$ cat config.mk
export PLATFORM = sky130hd
export DESIGN_NAME = mse_regfile
export DESIGN_NICKNAME = d
export VERILOG_FILES = /design/src/hdl/mse_pkg.sv /design/src/hdl/mse_regfile.sv
export SDC_FILE = /design/constraint.sdc
export NUM_CORES = 2
export LEC_CHECK = 0
export BUFFER_PORTS_ARGS = -buffer_cell sky130_fd_sc_hd__clkbuf_2
export CORE_MARGIN = 3
export CORE_UTILIZATION = 50
export DETAILED_ROUTE_END_ITERATION = 8
export GPL_TIMING_DRIVEN = 0
export PLACE_DENSITY_LB_ADDON = 0.05
export SLEW_MARGIN = 20
export SYNTH_ARGS = -nofsm -noshare
export SYNTH_HDL_FRONTEND = slang
export SYNTH_SLANG_ARGS = --single-unit
export TNS_END_PERCENT = 50
$ cat constraint.sdc
create_clock -name clock -period 3.2 [get_ports clock]
set_clock_uncertainty 0.05 [all_clocks]
set_input_delay 0.64 -clock clock [delete_from_list [all_inputs] [get_ports clock]]
set_output_delay 0.64 -clock clock [all_outputs]
set_load 0.005 [all_outputs]
$ cat src/hdl/mse_pkg.sv
// ----------------------------------------------------------------------------
// mse_pkg: shared definitions for the MIPS subset execute stage
// Opcode and function codes, status and access-size codes, reset addresses
// and the register-file write request type.
// ----------------------------------------------------------------------------
package mse_pkg;

   localparam int REG_W  = 32;
   localparam int REG_AW = 5;
   localparam int REG_N  = 32;

   localparam logic [31:0] RESET_PC     = 32'hBFC0_0000;
   localparam logic [31:0] RESET_FOLLOW = 32'hBFC0_0004;
   localparam logic [31:0] SEG_MASK     = 32'hF000_0000;
   localparam logic [1:0]  ALIGN_MASK   = 2'b11;

   // Primary opcodes, instruction bits 31..26.
   localparam logic [5:0] OP_SPECIAL = 6'b000000;
   localparam logic [5:0] OP_J       = 6'b000010;
   localparam logic [5:0] OP_JAL     = 6'b000011;
   localparam logic [5:0] OP_BEQ     = 6'b000100;
   localparam logic [5:0] OP_BNE     = 6'b000101;
   localparam logic [5:0] OP_ADDI    = 6'b001000;
   localparam logic [5:0] OP_ADDIU   = 6'b001001;
   localparam logic [5:0] OP_ANDI    = 6'b001100;
   localparam logic [5:0] OP_ORI     = 6'b001101;
   localparam logic [5:0] OP_LUI     = 6'b001111;
   localparam logic [5:0] OP_LB      = 6'b100000;
   localparam logic [5:0] OP_LW      = 6'b100011;
   localparam logic [5:0] OP_SB      = 6'b101000;
   localparam logic [5:0] OP_SH      = 6'b101001;
   localparam logic [5:0] OP_SW      = 6'b101011;

   // Function codes of the SPECIAL opcode, instruction bits 5..0.
   localparam logic [5:0] FN_SLL  = 6'b000000;
   localparam logic [5:0] FN_JR   = 6'b001000;
   localparam logic [5:0] FN_ADD  = 6'b100000;
   localparam logic [5:0] FN_ADDU = 6'b100001;
   localparam logic [5:0] FN_AND  = 6'b100100;
   localparam logic [5:0] FN_OR   = 6'b100101;
   localparam logic [5:0] FN_SLTU = 6'b101011;

   // Result status codes.
   localparam logic [1:0] ST_OK        = 2'd0;
   localparam logic [1:0] ST_UNIMPL    = 2'd1;
   localparam logic [1:0] ST_OVERFLOW  = 2'd2;
   localparam logic [1:0] ST_UNALIGNED = 2'd3;

   // Data access sizes.
   localparam logic [1:0] SZ_BYTE = 2'd0;
   localparam logic [1:0] SZ_HALF = 2'd1;
   localparam logic [1:0] SZ_WORD = 2'd2;

   // Two register writes can retire with one word: the result of the
   // instruction (port a) and the value of an older load (port b).
   typedef struct packed {
      logic              a_en;
      logic [REG_AW-1:0] a_addr;
      logic [REG_W-1:0]  a_data;
      logic              b_en;
      logic [REG_AW-1:0] b_addr;
      logic [REG_W-1:0]  b_data;
   } rf_write_type;

endpackage

$ cat src/hdl/mse_regfile.sv
// ----------------------------------------------------------------------------
// mse_regfile: two-write, two-read register file
// Two synchronous banks, one per write port, with a per-entry bank selector
// and valid bits. Reads resolve in the cycle after the address is presented and
// see writes made at the same clock edge through a bypass.
// ----------------------------------------------------------------------------
module mse_regfile
   import mse_pkg::*;
(
   input  logic              clock,
   input  logic              reset,
   input  logic [REG_AW-1:0] rd_addr_0,
   input  logic [REG_AW-1:0] rd_addr_1,
   input  rf_write_type      wr,
   output logic [REG_W-1:0]  rd_data_0,
   output logic [REG_W-1:0]  rd_data_1
);

   logic [REG_W-1:0]  bank_a_mem [REG_N];
   logic [REG_W-1:0]  bank_b_mem [REG_N];

   logic [REG_W-1:0]  rda_ff [2];
   logic [REG_W-1:0]  rdb_ff [2];
   logic [REG_AW-1:0] raddr_ff [2];
   logic [REG_AW-1:0] raddr_in [2];
   logic [REG_W-1:0]  rd_data [2];

   logic [REG_N-1:0]  vld_ff;
   logic [REG_N-1:0]  sel_b_ff;
   logic              fwd_a_ff;
   logic              fwd_b_ff;
   logic [REG_AW-1:0] fwd_a_addr_ff;
   logic [REG_AW-1:0] fwd_b_addr_ff;
   logic [REG_W-1:0]  fwd_a_data_ff;
   logic [REG_W-1:0]  fwd_b_data_ff;

   assign raddr_in[0] = rd_addr_0;
   assign raddr_in[1] = rd_addr_1;

   // Bank memories: read-first, the bypass covers a same-edge write.
   always_ff @(posedge clock) begin
      if (wr.a_en) begin
         bank_a_mem[wr.a_addr] <= wr.a_data;
      end
      if (wr.b_en) begin
         bank_b_mem[wr.b_addr] <= wr.b_data;
      end
      for (int p = 0; p < 2; p++) begin
         rda_ff[p]   <= bank_a_mem[raddr_in[p]];
         rdb_ff[p]   <= bank_b_mem[raddr_in[p]];
         raddr_ff[p] <= raddr_in[p];
      end
      fwd_a_addr_ff <= wr.a_addr;
      fwd_a_data_ff <= wr.a_data;
      fwd_b_addr_ff <= wr.b_addr;
      fwd_b_data_ff <= wr.b_data;
   end

   always_ff @(posedge clock) begin
      if (reset) begin
         vld_ff   <= '0;
         sel_b_ff <= '0;
         fwd_a_ff <= 1'b0;
         fwd_b_ff <= 1'b0;
      end else begin
         fwd_a_ff <= wr.a_en;
         fwd_b_ff <= wr.b_en;
         if (wr.a_en) begin
            vld_ff[wr.a_addr]   <= 1'b1;
            sel_b_ff[wr.a_addr] <= 1'b0;
         end
         if (wr.b_en) begin
            vld_ff[wr.b_addr]   <= 1'b1;
            sel_b_ff[wr.b_addr] <= 1'b1;
         end
      end
   end

   // Register zero and never-written entries read as zero.
   always_comb begin
      for (int p = 0; p < 2; p++) begin
         if (raddr_ff[p] == '0) begin
            rd_data[p] = '0;
         end else if (fwd_a_ff && fwd_a_addr_ff == raddr_ff[p]) begin
            rd_data[p] = fwd_a_data_ff;
         end else if (fwd_b_ff && fwd_b_addr_ff == raddr_ff[p]) begin
            rd_data[p] = fwd_b_data_ff;
         end else if (!vld_ff[raddr_ff[p]]) begin
            rd_data[p] = '0;
         end else if (sel_b_ff[raddr_ff[p]]) begin
            rd_data[p] = rdb_ff[p];
         end else begin
            rd_data[p] = rda_ff[p];
         end
      end
   end

   assign rd_data_0 = rd_data[0];
   assign rd_data_1 = rd_data[1];

`ifndef NO_ASSERTIONS
   a_ports_disjoint: assert property (@(posedge clock) disable iff (reset)
      !(wr.a_en && wr.b_en && wr.a_addr == wr.b_addr))
      else $error("both write ports hit the same register");

   a_no_zero_write: assert property (@(posedge clock) disable iff (reset)
      !((wr.a_en && wr.a_addr == '0) || (wr.b_en && wr.b_addr == '0)))
      else $error("write to register zero");

   a_sel_a: assert property (@(posedge clock) disable iff (reset)
      wr.a_en |=> (vld_ff[$past(wr.a_addr)] && !sel_b_ff[$past(wr.a_addr)]))
      else $error("port a write not tracked by bank selector");

   a_sel_b: assert property (@(posedge clock) disable iff (reset)
      wr.b_en |=> (vld_ff[$past(wr.b_addr)] && sel_b_ff[$past(wr.b_addr)]))
      else $error("port b write not tracked by bank selector");
`endif

endmodule

# Word-level counts from Yosys, hierarchy flattened
# Memories as Yosys holds them, arrays and structs flattened.
# Cells that the tools add are included.
[totals]
inputBits = 88
mem_bits_rw = 2186
out_inout_bits = 64
memories = 5
register_bits = 140
word_cells = 68
[memory_table]
columns = ["memory", "words", "width", "read_ports", "rd_ports_with_merged_regs", "wr", "line_no", "text"]
rows = [
  ["bank_a_mem", 32, 32, 2, 0, 1, "mse_regfile.sv:19", "logic [REG_W-1:0] bank_a_mem [REG_N];"],
  ["bank_b_mem", 32, 32, 2, 0, 1, "mse_regfile.sv:20", "logic [REG_W-1:0] bank_b_mem [REG_N];"],
  ["rda_ff", 2, 32, 2, 0, 2, "mse_regfile.sv:22", "logic [REG_W-1:0] rda_ff [2];"],
  ["rdb_ff", 2, 32, 2, 0, 2, "mse_regfile.sv:23", "logic [REG_W-1:0] rdb_ff [2];"],
  ["raddr_ff", 2, 5, 2, 0, 2, "mse_regfile.sv:24", "logic [REG_AW-1:0] raddr_ff [2];"],
]
[classes]
reduce_logical = 8
muxes = 32
bitwise_logic = 5
n_lt_le_gt_ge = 6
n_eq_ne = 4
[op_table]
columns = ["operator", "n"]
rows = [
  ["32-bit 2-to-1 mux", 16],
  ["32-bit OR", 3],
  ["32-bit bitwise AND", 1],
  ["32-bit inverter", 1],
  ["5-bit by 6-bit less-than comparator with 1-bit output (second input constant)", 4],
  ["1-bit binary-select mux with 5-bit select", 4],
  ["5-bit equality test", 4],
  ["1-bit demux with 5-bit select", 2],
  ["5-bit by 1-bit greater-or-equal comparator with 1-bit output (second input constant)", 2],
  ["5-bit logical NOT", 2],
  ["1-bit 2-to-1 mux", 10],
  ["1-bit logical AND", 6],
]

# Logic depth before layout (Yosys ltp)
[depth]
word_depth = 10
ltp_mapped = 11
ltp_nobuf = 6

# Least setup slack after synthesis
# No wires, ideal clock.
[synth_timing]
path_kind = "input port to flip-flop"
from = "in wr[72] (netlist name)"
to = "mem bank_a_mem[16][0] (enable)"
t_required_ps = 2727
setup_ps = 423
setup_slack_ps = -101
cell_stages = 4
n_path_buf = 2
t_arrival_ps = 2829
path_cell_list = "clkbuf_1 > or3b_2 > clkbuf_1 > nor2_1"
[synth_rtl]
columns = ["element", "line_no", "text"]
rows = [
  ["start: declaration", "mse_regfile.sv:14", "input rf_write_type wr,"],
  ["end: declaration", "mse_regfile.sv:19", ""],
]
# No word-level cell before the write port.

==> run_results.csv <==
group,metric,value,unit
critical_path,cp_slowest_stage_delay,490,ps
pwr,pwr-share-clk,42.0,%
global_routing,grt_overflow,0,
timing,setup_viol,155,
floorplanning,pin_count,152,
pwr,p_switching,17.1,mW
place,dp.final_hpwl,271000,um
cts,cts.sinks,2326,
floorplanning,coreArea,206000,um^2
place,place_congestion,0.989,
run,drv_cap,0,
synth,ys_ff_latch,2326,
drt,vias,60900,
pwr,seqPwrFrac,47.9,%
cells_and_area,nFillCells,14800,
critical_path,critPathArrivalTime,3580,ps
critical_path,critical_path.slowest_cell,"mux4_2",
synth,syn-num-nets,4905,
cells_and_area,final_nets,5510,
timing,period_minus_slack,4270,ps
timing,hold_viol_final,0,
critical_path,start_kind,"flop",
critical_path,path_cells,"buf_12 > buf_12 > mux4_2 > mux2i_1 > nand2_1 > o2111a_2 > buf_12 > buf_8 > o221a_1 > o21a_4 > clkbuf_2",
synth,synthTopCellsByArea,"edfxtp_1 59%, mux4_2 28%, dfxtp_1 5.4%",
critical_path,worst-path-max-fanout,8,
global_routing,grt_use_total,37.4,%
cts,cts.htree.levels,5,
drt,dr.pass1.iters,5,
cts,numCtsBuffers,275,
synth,synth_top_area_cell,"edfxtp_1",
floorplanning,initial_utilization,50.6,%
cts,cts_tree,"built",
pwr,power_frac_comb,10.1,%
synth,synth_top_area_share,59.2,%
timing,worst_slack,-1070,ps
synth,synth.most_common_cell,"edfxtp_1",
cells_and_area,multi_input_area,36300,um^2
drt,drc,0,
cts,clockBufferDepth,4,
global_routing,grt_max_degree,34,
floorplanning,die_x,462,um
synth,ys_seq_area_share,64.5,%
hold_path,hold_class,"in2reg",
critical_path,critical_path_class,"reg2out",
synth,synth_edf_count,2048,
cells_and_area,final_util,59.2,%
synth,ys_types,45,
floorplanning,die_h,462,um
critical_path,required,2510,ps
cells_and_area,instances_no_fill,8307,
pwr,max-vdd-ir-drop,0.000605,V
drt,drtIter0Drc,10300,
cts,cts-root-buf,"clkbuf_16",
synth,ys.flop_type,"edfxtp_1",
timing,max-slew-margin-rel,19.7,%
timing,period_share,134,%
pwr,internal_power,54.2,mW
drt,routedWlPerCell,47.6,um
cts,clock_latency,930,ps
status,violations,"negative setup slack",
cells_and_area,drive_gt1_share,47.4,%
pwr,power_leakage,39.0,nW
status,status,"complete, but fails checks",
global_routing,antenna_found_initial,61,
synth,async_flop_share,0,%
drt,ant_nets,0,
cts,clk_pin_slew,70,ps
synth,avgSynthCellArea,21.6,um^2
synth,yosysWarnings,0,
pwr,switching_share,23.9,%
floorplanning,num_rows,166,
timing,drv_slew,0,
cells_and_area,regArea,67100,um^2
drt,wirelength,396000,um
pwr,p_per_area,586,nW/um^2
timing,max_freq,0.234,GHz
global_routing,grt_pass1_vias,59500,
synth,synth_common_cells,"2048 x edfxtp_1, 1289 x mux4_2, 278 x dfxtp_1",
global_routing,grt_pass1_wl,526000,um
synth,synth_cells,4817,
timing,tns,-72450,ps
timing,rsz0062_at_grt,"true",
critical_path,crit_top_cell,"buf_12",
place,dp_cells,7776,
cells_and_area,area_delta_synth_final,17.1,%
drt,viasPerCell,7.34,
place,portBuffers,150,
critical_path,setup.worst_path.end_class,"output pin",
floorplanning,die-area,213000,um^2
timing,tightest_slew,1200,ps
synth,synth_area,104000,um^2
## routing by layer
metal  wire, um  up-vias  global-route usage [%]
met5        181        -                       0
met4      26900       26                    20.9
li1           -    22300                       -
met3      48200      940                    10.9
met2     174000     4421                    54.2
met1     146000    33200                    51.3
## area by class of cell
class,instances,area share [%]
Timing Repair Buffer,333,3.60
Tap cell,2688,2.76
Antenna cell,21,0.0432
Inverter,45,0.205
Sequential cell,2326,55.1
Buffer,369,1.65
Clock inverter,96,0.687
Clock buffer,357,6.18
Multi-Input combinational cell,2072,29.8
## cell families (layout without fill, tap and decap cells)
group,Yosys count,count (layout),share of synthesized area [%]
AO/OA/AOI/OAI,282,282,1.90
buffers and inverters,419,1200,1.80
AND/OR/NAND/NOR,244,244,1.08
XOR/XNOR,20,20,0.169
other,0,21,0
multiplexers,1526,1526,30.5
flip-flops,2326,2326,64.5
## state kept, by name (all words and copies together), names as in the netlist
register,flops
bank_a_mem,1024
bank_b_mem,1024
fwd_a_addr_ff,5
fwd_a_data_ff,32
fwd_a_ff,1
fwd_b_addr_ff,5
fwd_b_data_ff,32
fwd_b_ff,1
raddr_ff,10
rda_ff,64
rdb_ff,64
sel_b_ff,32
vld_ff,32
## worst paths after layout
check                               startpoint                      end  slack, ps  depth (start not counted)
hold / removal                    rd_addr_1[4]   raddr_ff[0][9]$_DFF_P_         50                          1
hold reg to reg        sel_b_ff[19]$_SDFF_PP0_  sel_b_ff[19]$_SDFF_PP0_        450                          2
setup reg to reg  bank_a_mem[27][25]$_DFFE_PP_    rda_ff[0][25]$_DFF_P_       1140                          3
setup / recovery        raddr_ff[0][7]$_DFF_P_            rd_data_1[12]      -1070                         11
## placed cells by master, fill, tap and decap left out, drive strengths merged, types with 10 or more instances in the layout
master       count
dlygate4sd3     20
nor3            14
inv             54
diode           21
clkbuf         694
o221ai          10
mux2i           48
nand2           73
nor2            87
mux4          1296
mux2           182
edfxtp        2048
nand3           22
clkinv          66
bufinv          14
a21oi           65
o221a           54
buf            338
o21a            54
o21ai           85
dfxtp          278
xor2            14
## power groups by stage
stage / combinational, mW / sequential (mW) / clock (mW)
final: 7.21 / 34.2 / 29.9
after global routing: 7.31 / 34.1 / 31.3
after CTS: 7.05 / 34.1 / 30.0
after detailed placement: 6.66 / 34.7 / 0
after global placement: 6.49 / 34.7 / 0
after floorplan: 3.57 / 34.4 / 0
## through the flow
step	hold slack (ps)	instance area, um^2	worst slack [ps]	total power, mW
3_3_place_gp	422	108000	-3700	41.2
5_1_grt	10.7	122000	-1080	72.7
2_1_floorplan	408	104000	-101	38.0
4_1_cts	1.32	121000	-1090	71.2
6_report	46.8	122000	-1070	71.3
3_5_place_dp	436	111000	-1640	41.4
## worst max-delay path: cells and delay by family, from the launching register on
family / cells / cell delay (ps)
mux: 2 / 730
buf+inv: 5 / 720
compound gates: 3 / 580
flops: 1 / 440
simple gates: 1 / 160
## timing repair
action,in CTS,in global routing
hold endpoints to repair,20,0
buffers inserted,27,6
hold buffers,20,0
pin swaps,38,32
gates cloned,10,1
gates resized for setup,345,101
endpoints found under the setup margin,192,115
(Power assumes the default switching activity.)
